===== src/hw/rtl/kpc_pkg.sv =====
package kpc_pkg;

	localparam int KEY_COUNT = 8;
	localparam int KEY_AW    = $clog2(KEY_COUNT);
	localparam int KEY_W     = 3;
	localparam int TICK_W    = 32;
	localparam int LIM_W     = 16;
	localparam int KIU_W     = 4;
	localparam int CODE_W    = 3;
	localparam int PHASE_W   = 3;
	localparam int CFG_IDX_W = 3;
	localparam int CFG_DAT_W = 16;

	localparam int EVQ_DEPTH = 8;
	localparam int EVQ_AW    = $clog2(EVQ_DEPTH);
	localparam int EVQ_CW    = EVQ_AW + 1;

	localparam logic [PHASE_W-1:0] PH_IDLE   = 3'd0;
	localparam logic [PHASE_W-1:0] PH_DEB    = 3'd1;
	localparam logic [PHASE_W-1:0] PH_SHORTW = 3'd2;
	localparam logic [PHASE_W-1:0] PH_HELD   = 3'd3;
	localparam logic [PHASE_W-1:0] PH_ACCEL  = 3'd4;
	localparam logic [PHASE_W-1:0] PH_LL     = 3'd5;

	localparam logic [CODE_W-1:0] EV_SHORT         = 3'd0;
	localparam logic [CODE_W-1:0] EV_SHORT_RELEASE = 3'd1;
	localparam logic [CODE_W-1:0] EV_LONG_ONCE     = 3'd2;
	localparam logic [CODE_W-1:0] EV_LONG_HELD     = 3'd3;
	localparam logic [CODE_W-1:0] EV_LONG_LONG     = 3'd4;
	localparam logic [CODE_W-1:0] EV_LONG_RELEASE  = 3'd5;

	localparam logic [CFG_IDX_W-1:0] REG_KEYS_IN_USE = 3'd0;
	localparam logic [CFG_IDX_W-1:0] REG_DEBOUNCE    = 3'd1;
	localparam logic [CFG_IDX_W-1:0] REG_LONG        = 3'd2;
	localparam logic [CFG_IDX_W-1:0] REG_REPEAT      = 3'd3;
	localparam logic [CFG_IDX_W-1:0] REG_ACCEL_AFTER = 3'd4;
	localparam logic [CFG_IDX_W-1:0] REG_FAST_REPEAT = 3'd5;
	localparam logic [CFG_IDX_W-1:0] REG_VERY_LONG   = 3'd6;

	localparam logic [KIU_W-1:0] RST_KEYS_IN_USE = 4'd8;
	localparam logic [LIM_W-1:0] RST_DEBOUNCE    = 16'd20;
	localparam logic [LIM_W-1:0] RST_LONG        = 16'd1000;
	localparam logic [LIM_W-1:0] RST_REPEAT      = 16'd200;
	localparam logic [LIM_W-1:0] RST_ACCEL_AFTER = 16'd3000;
	localparam logic [LIM_W-1:0] RST_FAST_REPEAT = 16'd50;
	localparam logic [LIM_W-1:0] RST_VERY_LONG   = 16'd5000;

	typedef struct packed {
		logic [KEY_W-1:0]  key_index;
		logic              pressed;
		logic [TICK_W-1:0] now_tick;
	} kpc_poll_t;

	typedef struct packed {
		logic [KEY_W-1:0]  event_key;
		logic [CODE_W-1:0] event_code;
		logic              last_event;
	} kpc_evt_t;

	typedef struct packed {
		logic [PHASE_W-1:0] phase;
		logic [TICK_W-1:0]  event_stamp;
		logic [TICK_W-1:0]  phase_stamp;
	} kpc_ent_t;

	localparam int ENT_W = $bits(kpc_ent_t);

endpackage


===== src/hw/rtl/kpc_ram.sv =====
module kpc_ram #(
	parameter int WIDTH = 8,
	parameter int DEPTH = 8
) (
	input  logic                     clk,
	input  logic                     we,
	input  logic [$clog2(DEPTH)-1:0] waddr,
	input  logic [WIDTH-1:0]         wdata,
	input  logic                     re,
	input  logic [$clog2(DEPTH)-1:0] raddr,
	output logic [WIDTH-1:0]         rdata
);

	logic [WIDTH-1:0] mem_q [DEPTH];
	logic [WIDTH-1:0] rdata_q;

	always_ff @(posedge clk) begin
		if (we) begin
			mem_q[waddr] <= wdata;
		end
		if (re) begin
			rdata_q <= mem_q[raddr];
		end
	end

	assign rdata = rdata_q;

endmodule


===== src/hw/rtl/multi_key_press_classifier_core.sv =====
// Multi-key press classifier.
// poll channel (poll_valid/poll_stall/poll): one poll of one key with its
//   pressed level and the current tick. A request is taken when valid is high
//   and stall is low.
// evt channel (evt_valid/evt_stall/evt): classified key events, zero to two
//   per poll, the final one of a poll flagged by last_event.
// cfg channel (cfg_valid/cfg_ready/cfg_index/cfg_data): timing registers,
//   always ready; write only while the block is idle.
// Throughput: one poll per cycle while poll_stall is low. The per-key state
//   sits in a synchronous RAM; a poll reads it in the cycle it is taken and
//   writes it back in the next cycle, with a bypass for back-to-back polls of one key.
// With the queue empty, the first event of a poll reaches evt through the s1 poll
//   registers and then the event queue; a second event of that poll follows it.
// Events wait in an 8-entry queue; when the receiver stalls the queue fills
//   and poll_stall rises once fewer than two slots are sure to be free.
// Reset: all keys idle with zero stamps (per-key valid flags, no RAM sweep),
//   registers at their default values, queue empty.
module multi_key_press_classifier_core
	import kpc_pkg::*;
(
	input  logic                 clk,
	input  logic                 arst_n,
	input  logic                 poll_valid,
	output logic                 poll_stall,
	input  kpc_poll_t            poll,
	output logic                 evt_valid,
	input  logic                 evt_stall,
	output kpc_evt_t             evt,
	input  logic                 cfg_valid,
	output logic                 cfg_ready,
	input  logic [CFG_IDX_W-1:0] cfg_index,
	input  logic [CFG_DAT_W-1:0] cfg_data
);

	logic [KIU_W-1:0] kiu_q;
	logic [LIM_W-1:0] dbn_q, long_q, rpt_q, accel_q, fast_q, vlong_q;

	logic                    poll_acc;
	logic                    v_s1, act_s1, pressed_s1;
	logic [KEY_W-1:0]        key_s1;
	logic [TICK_W-1:0]       now_s1;
	logic [KEY_COUNT-1:0]    vld_q;
	logic                    fwd_v_q;
	logic [KEY_W-1:0]        fwd_key_q;
	kpc_ent_t                fwd_ent_q;
	logic [ENT_W-1:0]        ram_rdata;
	kpc_ent_t                cur, nxt;
	logic                    ram_we;
	logic [TICK_W-1:0]       de, dp;
	logic [LIM_W-1:0]        ev_lim, ph_lim;
	logic                    ev_hit, ph_hit;
	logic                    e0v, e1v;
	logic [CODE_W-1:0]       c0, c1;
	logic [1:0]              push_n;

	kpc_evt_t                evq_q [EVQ_DEPTH];
	logic [EVQ_AW-1:0]       head_q, tail_q, tail_p1;
	logic [EVQ_CW-1:0]       cnt_q;
	logic                    evt_pop;

	assign cfg_ready = 1'b1;

	always_ff @(posedge clk or negedge arst_n) begin
		if (!arst_n) begin
			kiu_q   <= RST_KEYS_IN_USE;
			dbn_q   <= RST_DEBOUNCE;
			long_q  <= RST_LONG;
			rpt_q   <= RST_REPEAT;
			accel_q <= RST_ACCEL_AFTER;
			fast_q  <= RST_FAST_REPEAT;
			vlong_q <= RST_VERY_LONG;
		end else if (cfg_valid && cfg_ready) begin
			unique case (cfg_index)
				REG_KEYS_IN_USE: kiu_q   <= cfg_data[KIU_W-1:0];
				REG_DEBOUNCE:    dbn_q   <= cfg_data;
				REG_LONG:        long_q  <= cfg_data;
				REG_REPEAT:      rpt_q   <= cfg_data;
				REG_ACCEL_AFTER: accel_q <= cfg_data;
				REG_FAST_REPEAT: fast_q  <= cfg_data;
				REG_VERY_LONG:   vlong_q <= cfg_data;
				default: ;
			endcase
		end
	end

	// room for the worst case: two events from the poll in flight and two from this one
	assign poll_stall = (cnt_q + (v_s1 ? EVQ_CW'(2) : EVQ_CW'(0))) > EVQ_CW'(EVQ_DEPTH - 2);
	assign poll_acc   = poll_valid && !poll_stall;

	always_ff @(posedge clk or negedge arst_n) begin
		if (!arst_n) begin
			v_s1 <= 1'b0;
		end else begin
			v_s1 <= poll_acc;
		end
	end

	always_ff @(posedge clk) begin
		if (poll_acc) begin
			key_s1     <= poll.key_index;
			pressed_s1 <= poll.pressed;
			now_s1     <= poll.now_tick;
			act_s1     <= ({1'b0, poll.key_index} < kiu_q) && (32'(poll.key_index) < KEY_COUNT);
		end
	end

	kpc_ram #(
		.WIDTH(ENT_W),
		.DEPTH(KEY_COUNT)
	) u_state_ram (
		.clk  (clk),
		.we   (ram_we),
		.waddr(key_s1[KEY_AW-1:0]),
		.wdata(nxt),
		.re   (poll_acc),
		.raddr(poll.key_index[KEY_AW-1:0]),
		.rdata(ram_rdata)
	);

	always_comb begin
		if (fwd_v_q && (fwd_key_q == key_s1)) begin
			cur = fwd_ent_q;
		end else if (vld_q[key_s1[KEY_AW-1:0]]) begin
			cur = kpc_ent_t'(ram_rdata);
		end else begin
			cur = '0;
		end
	end

	assign de = now_s1 - cur.event_stamp;
	assign dp = now_s1 - cur.phase_stamp;

	always_comb begin
		unique case (cur.phase)
			PH_DEB:    ev_lim = dbn_q;
			PH_SHORTW: ev_lim = long_q;
			PH_HELD:   ev_lim = rpt_q;
			default:   ev_lim = fast_q;
		endcase
		ph_lim = (cur.phase == PH_HELD) ? accel_q : vlong_q;
	end

	assign ev_hit = de >= {{(TICK_W-LIM_W){1'b0}}, ev_lim};
	assign ph_hit = dp >= {{(TICK_W-LIM_W){1'b0}}, ph_lim};

	always_comb begin
		nxt    = cur;
		ram_we = v_s1 && act_s1;
		e0v    = 1'b0;
		e1v    = 1'b0;
		c0     = EV_SHORT;
		c1     = EV_SHORT;
		if (v_s1 && act_s1) begin
			unique case (cur.phase)
				PH_IDLE: begin
					if (pressed_s1) begin
						nxt.event_stamp = now_s1;
						nxt.phase       = PH_DEB;
					end
				end
				PH_DEB: begin
					if (ev_hit) begin
						if (pressed_s1) begin
							e0v       = 1'b1;
							c0        = EV_SHORT;
							nxt.phase = PH_SHORTW;
						end else begin
							nxt.phase = PH_IDLE;
						end
					end
				end
				PH_SHORTW: begin
					if (pressed_s1) begin
						if (ev_hit) begin
							e0v             = 1'b1;
							c0              = EV_LONG_ONCE;
							nxt.event_stamp = now_s1;
							nxt.phase_stamp = now_s1;
							nxt.phase       = PH_HELD;
						end
					end else begin
						e0v       = 1'b1;
						c0        = EV_SHORT_RELEASE;
						nxt.phase = PH_IDLE;
					end
				end
				PH_HELD: begin
					if (pressed_s1) begin
						if (ev_hit) begin
							e0v             = 1'b1;
							c0              = EV_LONG_HELD;
							nxt.event_stamp = now_s1;
						end
						if (ph_hit) begin
							nxt.phase_stamp = now_s1;
							nxt.phase       = PH_ACCEL;
						end
					end else begin
						e0v       = 1'b1;
						c0        = EV_LONG_RELEASE;
						nxt.phase = PH_IDLE;
					end
				end
				PH_ACCEL: begin
					if (pressed_s1) begin
						if (ev_hit) begin
							e0v             = 1'b1;
							c0              = EV_LONG_HELD;
							nxt.event_stamp = now_s1;
						end
						if (ph_hit) begin
							if (ev_hit) begin
								e1v = 1'b1;
								c1  = EV_LONG_LONG;
							end else begin
								e0v = 1'b1;
								c0  = EV_LONG_LONG;
							end
							nxt.phase_stamp = now_s1;
							nxt.phase       = PH_LL;
						end
					end else begin
						e0v       = 1'b1;
						c0        = EV_LONG_RELEASE;
						nxt.phase = PH_IDLE;
					end
				end
				PH_LL: begin
					if (pressed_s1) begin
						if (ev_hit) begin
							e0v             = 1'b1;
							c0              = EV_LONG_HELD;
							nxt.event_stamp = now_s1;
						end
					end else begin
						e0v       = 1'b1;
						c0        = EV_LONG_RELEASE;
						nxt.phase = PH_IDLE;
					end
				end
				default: begin
					nxt.phase = PH_IDLE;
				end
			endcase
		end
	end

	always_ff @(posedge clk or negedge arst_n) begin
		if (!arst_n) begin
			vld_q   <= '0;
			fwd_v_q <= 1'b0;
		end else begin
			fwd_v_q <= ram_we;
			if (ram_we) begin
				vld_q[key_s1[KEY_AW-1:0]] <= 1'b1;
			end
		end
	end

	always_ff @(posedge clk) begin
		if (ram_we) begin
			fwd_key_q <= key_s1;
			fwd_ent_q <= nxt;
		end
	end

	assign push_n  = {1'b0, e0v} + {1'b0, e1v};
	assign tail_p1 = tail_q + 1'b1;
	assign evt_pop = evt_valid && !evt_stall;

	always_ff @(posedge clk) begin
		if (e0v) begin
			evq_q[tail_q] <= '{event_key: key_s1, event_code: c0, last_event: !e1v};
		end
		if (e1v) begin
			evq_q[tail_p1] <= '{event_key: key_s1, event_code: c1, last_event: 1'b1};
		end
	end

	always_ff @(posedge clk or negedge arst_n) begin
		if (!arst_n) begin
			head_q <= '0;
			tail_q <= '0;
			cnt_q  <= '0;
		end else begin
			tail_q <= tail_q + EVQ_AW'(push_n);
			if (evt_pop) begin
				head_q <= head_q + 1'b1;
			end
			cnt_q <= cnt_q + EVQ_CW'(push_n) - EVQ_CW'(evt_pop);
		end
	end

	assign evt_valid = cnt_q != '0;
	assign evt       = evq_q[head_q];

	a_evq_bound: assert property (@(posedge clk) disable iff (!arst_n)
		cnt_q <= EVQ_CW'(EVQ_DEPTH))
		else $error("event queue over capacity");

	a_push_fits: assert property (@(posedge clk) disable iff (!arst_n)
		v_s1 |-> (cnt_q + EVQ_CW'(push_n)) <= EVQ_CW'(EVQ_DEPTH))
		else $error("event push without room");

	a_we_from_s1: assert property (@(posedge clk) disable iff (!arst_n)
		ram_we |-> v_s1 && act_s1)
		else $error("state write without an active poll");

	a_legal_phase: assert property (@(posedge clk) disable iff (!arst_n)
		ram_we |-> nxt.phase <= PH_LL)
		else $error("unknown phase written back");

	a_two_from_accel: assert property (@(posedge clk) disable iff (!arst_n)
		e1v |-> e0v && (cur.phase == PH_ACCEL) && (nxt.phase == PH_LL))
		else $error("second event outside accelerated phase");

endmodule


===== config.mk =====
export PLATFORM = sky130hd
export DESIGN_NAME = multi_key_press_classifier_core
export DESIGN_NICKNAME = d
export VERILOG_FILES = /design/src/hw/rtl/kpc_pkg.sv /design/src/hw/rtl/kpc_ram.sv /design/src/hw/rtl/multi_key_press_classifier_core.sv
export SDC_FILE = /design/constraint.sdc
export NUM_CORES = 1
export LEC_CHECK = 0
export ABC_AREA = 1
export BUFFER_PORTS_ARGS = -buffer_cell sky130_fd_sc_hd__buf_2
export CAP_MARGIN = 15
export CORE_UTILIZATION = 24
export DETAILED_ROUTE_END_ITERATION = 8
export PLACE_DENSITY_LB_ADDON = 0.12
export SYNTH_ARGS = -nofsm -noshare
export SYNTH_HDL_FRONTEND = slang
export SYNTH_SLANG_ARGS = --single-unit

===== constraint.sdc =====
create_clock -name clk -period 7.7 [get_ports clk]
set_clock_uncertainty 0.2 [all_clocks]
set_input_delay 0.385 -clock clk [delete_from_list [all_inputs] [get_ports clk]]
set_output_delay 0.385 -clock clk [all_outputs]
set_load 0.05 [all_outputs]

==> impl_summary.log <==
INFO  metric crit_fanout = 27
INFO  metric critical_path.n_buffers_inverters = 8
INFO  metric number_of_buffers_inserted_during_clock_tree_synthesis = 102
INFO  metric floorplan.initialDensity = 0.242
INFO  metric grtUsageMet3 = 0.0174
INFO  metric synthSimpleGateAreaFrac = 0.192
INFO  metric post-route-min-period = 7.03 ns
INFO  metric ys_ff_latch = 886
INFO  metric outcome = finished, final reports clean
INFO  metric io_buffer_count = 68
INFO  metric layout_worst_path_cycle_share = 0.914
INFO  metric tightest_slew = 1.17 ns
INFO  metric fin_area = 50600 um^2
INFO  metric synth.net_count = 4725
INFO  metric critical_path_arrival = 7.44 ns
INFO  metric synth-compound-area-share = 0.122
INFO  metric grt_antenna_before_repair = 3
INFO  metric synth_xor_area_frac = 0.00730
INFO  metric dieHeight = 426 um
INFO  metric design.die.area = 182000 um^2
INFO  metric drt-total-wl = 151000 um
INFO  metric ff_latch_area = 25800 um^2
INFO  metric hold_path.class = in -> reg
INFO  metric fillCellCount = 18.8k
INFO  metric final_layout_size_suffix_gt1_frac = 0.0968
INFO  metric synth.yosys.seq_area_share = 0.598
INFO  metric synth.top_cells.by_count = nand2_1, nor2_1, edfxtp_1, o21ai_0, inv_1
INFO  metric cts-htree-levels = 3
INFO  metric setup_ws = 0.666 ns
INFO  metric maxCapViolations = 0
INFO  metric maxSlewViolCount = 0
INFO  metric share_of_synthesized_cell_area_in_full_adder_half_adder_and_majority_cells = 0.0264
INFO  metric most_used_dff_post_synth = edfxtp_1
INFO  metric routing_usage_on_met2 = 0.275
INFO  metric netlist.top_cell.by_area = edfxtp_1
INFO  metric fmax = 142 MHz
INFO  metric dp_slack = 0.571 ns
INFO  metric starting_drc_count_in_detailed_routing = 2384
INFO  metric first_global_vias = 31.8k
INFO  metric globalRoute.totalOverflow = 0
INFO  metric synth_most_common_cell = nand2_1
INFO  metric power_density = 391 nW/um^2
INFO  metric setup_total_negative_slack = 0 ns
INFO  metric vdd_ir_drop_max = 0.000192 V
INFO  metric ys_types = 61
INFO  metric slew-limit-headroom = 0.210
INFO  metric synth-edff-count = 742
INFO  metric detail_route.wl_per_cell = 21.1 um
INFO  metric global_route.peak_usage_layer = met2
INFO  metric worst_ep_required_time = 8.10 ns
INFO  metric areaGrowthSynthToFinish = 17.2%
INFO  metric overall_via_count_from_detail_route = 33.0k
INFO  metric p_leak = 19.7 nW
INFO  metric post_synth_mux_area_share = 0.00348
INFO  metric placementRows = 155
INFO  metric clock_sinks = 886
INFO  metric timing.critical_path.to_type = flip-flop
INFO  metric path_class = reg -> reg
INFO  metric core-area = 179000 um^2
INFO  metric timing.critical_path.slowest_cell_delay = 0.63 ns
INFO  metric die_width = 426 um
INFO  metric synth_largest_type_area_fraction = 0.516
INFO  metric postRouteAntennaNets = 0
INFO  metric timing.final.hold_violations = 0
INFO  metric setup-violations-final = 0
INFO  metric hold-worst-slack = 0.0765 ns
INFO  metric clock-root-buffer = clkbuf_16
INFO  metric clock_tree.buffer_depth = 3
INFO  metric setup_repair_after_global_routing_missed_its_margin = no
INFO  metric detail_route.first_pass.iterations = 5
INFO  metric avg_inst_size_synth = 9.44 um^2
INFO  metric route.detailed.vias_per_inst = 4.63
INFO  metric groute.usage.overall = 0.164
INFO  metric design.portCount = 70
INFO  metric gp_routability_congestion = 0.940
INFO  metric synth_cells = 4575
INFO  metric remaining_drc_errors = 0
INFO  metric ys_top_cells_by_area = edfxtp_1, nand2_1, nor2_1, o21ai_0, dfrtp_1
INFO  metric yosys_warnings = 0
INFO  metric synth-async-reset-ratio = 0.135
INFO  metric grt_start_max_net_pins = 153
INFO  metric cp-start-kind = flip-flop
INFO  metric cp_common_cell = nand2_1
INFO  metric clk_transition_reported_paths = 0.06 ns
INFO  metric final_net_count = 4843
INFO  metric slowest_stage_cell_on_the_critical_path = a31oi_1
INFO  metric first_pass_grt_wire_length = 221000 um
INFO  metric cts_tree = yes
INFO  metric synth_top_family_by_area = simple AND/OR/NAND/NOR gates
INFO  metric mappedNetlistArea = 43200 um^2
INFO  metric worst_path_dominant_cell_family = simple AND/OR/NAND/NOR gates
INFO  metric multi_input_comb_area = 15300 um^2
INFO  metric post_place_cell_area = 46500 um^2
INFO  metric place.detailed.hpwl = 97300 um
INFO  metric worst_skew_pair.late_latency = 0.72 ns
INFO  metric grt_util_met1 = 0.223
## metal layers
| layer | wire, um | share of wire |
|---|---|---|
| met1 | 70800 | 0.47 |
| met2 | 71700 | 0.48 |
| met3 | 5100 | 0.034 |
| met4 | 3010 | 0.020 |
| met5 | 0 | 0 |
## where the power goes
group | total (W) | internal, W | switching [W] | leakage [nW]
Combinational | 0.00790 | 0.00222 | 0.00568 | 9.51
Clock | 0.00498 | 0.00291 | 0.00207 | 1.66
Sequential | 0.00690 | 0.00653 | 0.000370 | 8.52
## cell type report
type,instances,share of cell area
flip-flops and latches,886,0.510
multi-input cells,3126,0.302
well taps,2355,0.0582
clock buffers,125,0.0536
repair buffers,227,0.0366
inverters,350,0.0264
clock inverters,67,0.0137
diodes,1,0.0000495
## state kept, by name, indices dropped and copies added, names as in the netlist, 4 cells and up
register	cells
vld_q	8
u_state_ram.rdata	67
rpt_q	16
fast_q	16
fwd_ent_q	67
now_s1	32
long_q	16
evq_q	56
cnt_q	4
vlong_q	16
kiu_q	4
u_state_ram.mem_q	536
accel_q	16
dbn_q	16
## what timing repair did
item | CTS | global route
endpoints found under the setup margin | 0 | 4
setup buffers | 0 | 5
hold endpoints to repair | 213 | 0
hold buffers | 59 | 0
gates resized for setup | 0 | 1
## worst register-to-register path, delay by kind of cell, from the launching register on
kind,cells,cell delay (ns)
AOI/OAI and AO/OA,6,1.41
and+or+nand+nor,16,2.13
adders and majority gates,5,1.42
buffers and inverters,8,0.90
DFF,1,0.46
xor gates and xnor gates,2,0.41
## metrics by stage
step / std cells / utilization / power, W
final: 7137 / 0.283 / 0.0198
after global placement: 6875 / 0.260 / 0.0149
after floorplan: 4575 / - / 0.0119
after CTS: 7127 / 0.283 / 0.0200
after detailed placement: 6876 / 0.260 / 0.0149
after global routing: 7136 / 0.283 / 0.0211
## path summary, 6_finish.rpt
| path | depth (start not counted) | slack, ns | startpoint | end |
|---|---|---|---|---|
| worst min-delay path | 5 | 0.08 | cfg_valid | fast_q[5] |
| min in group asynchronous | 2 | 0.09 | arst_n | long_q[15] |
| worst max-delay path | 37 | 0.67 | key_s1[1] | cnt_q[3] |
| worst min register to register | 2 | 0.26 | evq_q[5][2] | evq_q[5][2] |
| max in group asynchronous | 3 | 5.78 | arst_n | vld_q[1] |
| worst max register to register | 37 | 0.67 | key_s1[1] | cnt_q[3] |
## kinds of logic after synthesis
| logic type | after synthesis |
|---|---|
| simple gates | 2046 |
| compound gates | 938 |
| flops | 886 |
| buf+inv | 563 |
| fa+ha+maj | 90 |
| xor+xnor | 36 |
| mux | 15 |
| other cells | 1 |
## cell usage in the layout (no fill, tap or decap), types with 9 or more instances in the layout
master           n
dfrtp_1         93
a221oi_1         9
bufinv_16       12
dlygate4sd3_1   59
o21ai_1         17
buf_4           87
a211oi_1        21
nand3_1        156
nor2_1         805
buf_2           66
clkbuf_16      103
clkinv_1        27
o22ai_1         75
a22oi_1         19
inv_2           22
nand2_1        936
buf_12          10
xor2_1          27
nor2_2           9
a21oi_1        132
nor3_1          31
clkbuf_1        17
clkinv_2        18
inv_1          319
edfxtp_1       742
mux2i_1         15
a31oi_1        107
ha_1            88
dfstp_2         27
o21ai_0        488
dfxtp_1         24
nand4_1         26
xnor2_1          9
nand2_2         32
nor2_4          10
or2_2           19
o211ai_1        31
Note: power is estimated with default switching activity, not from simulation.
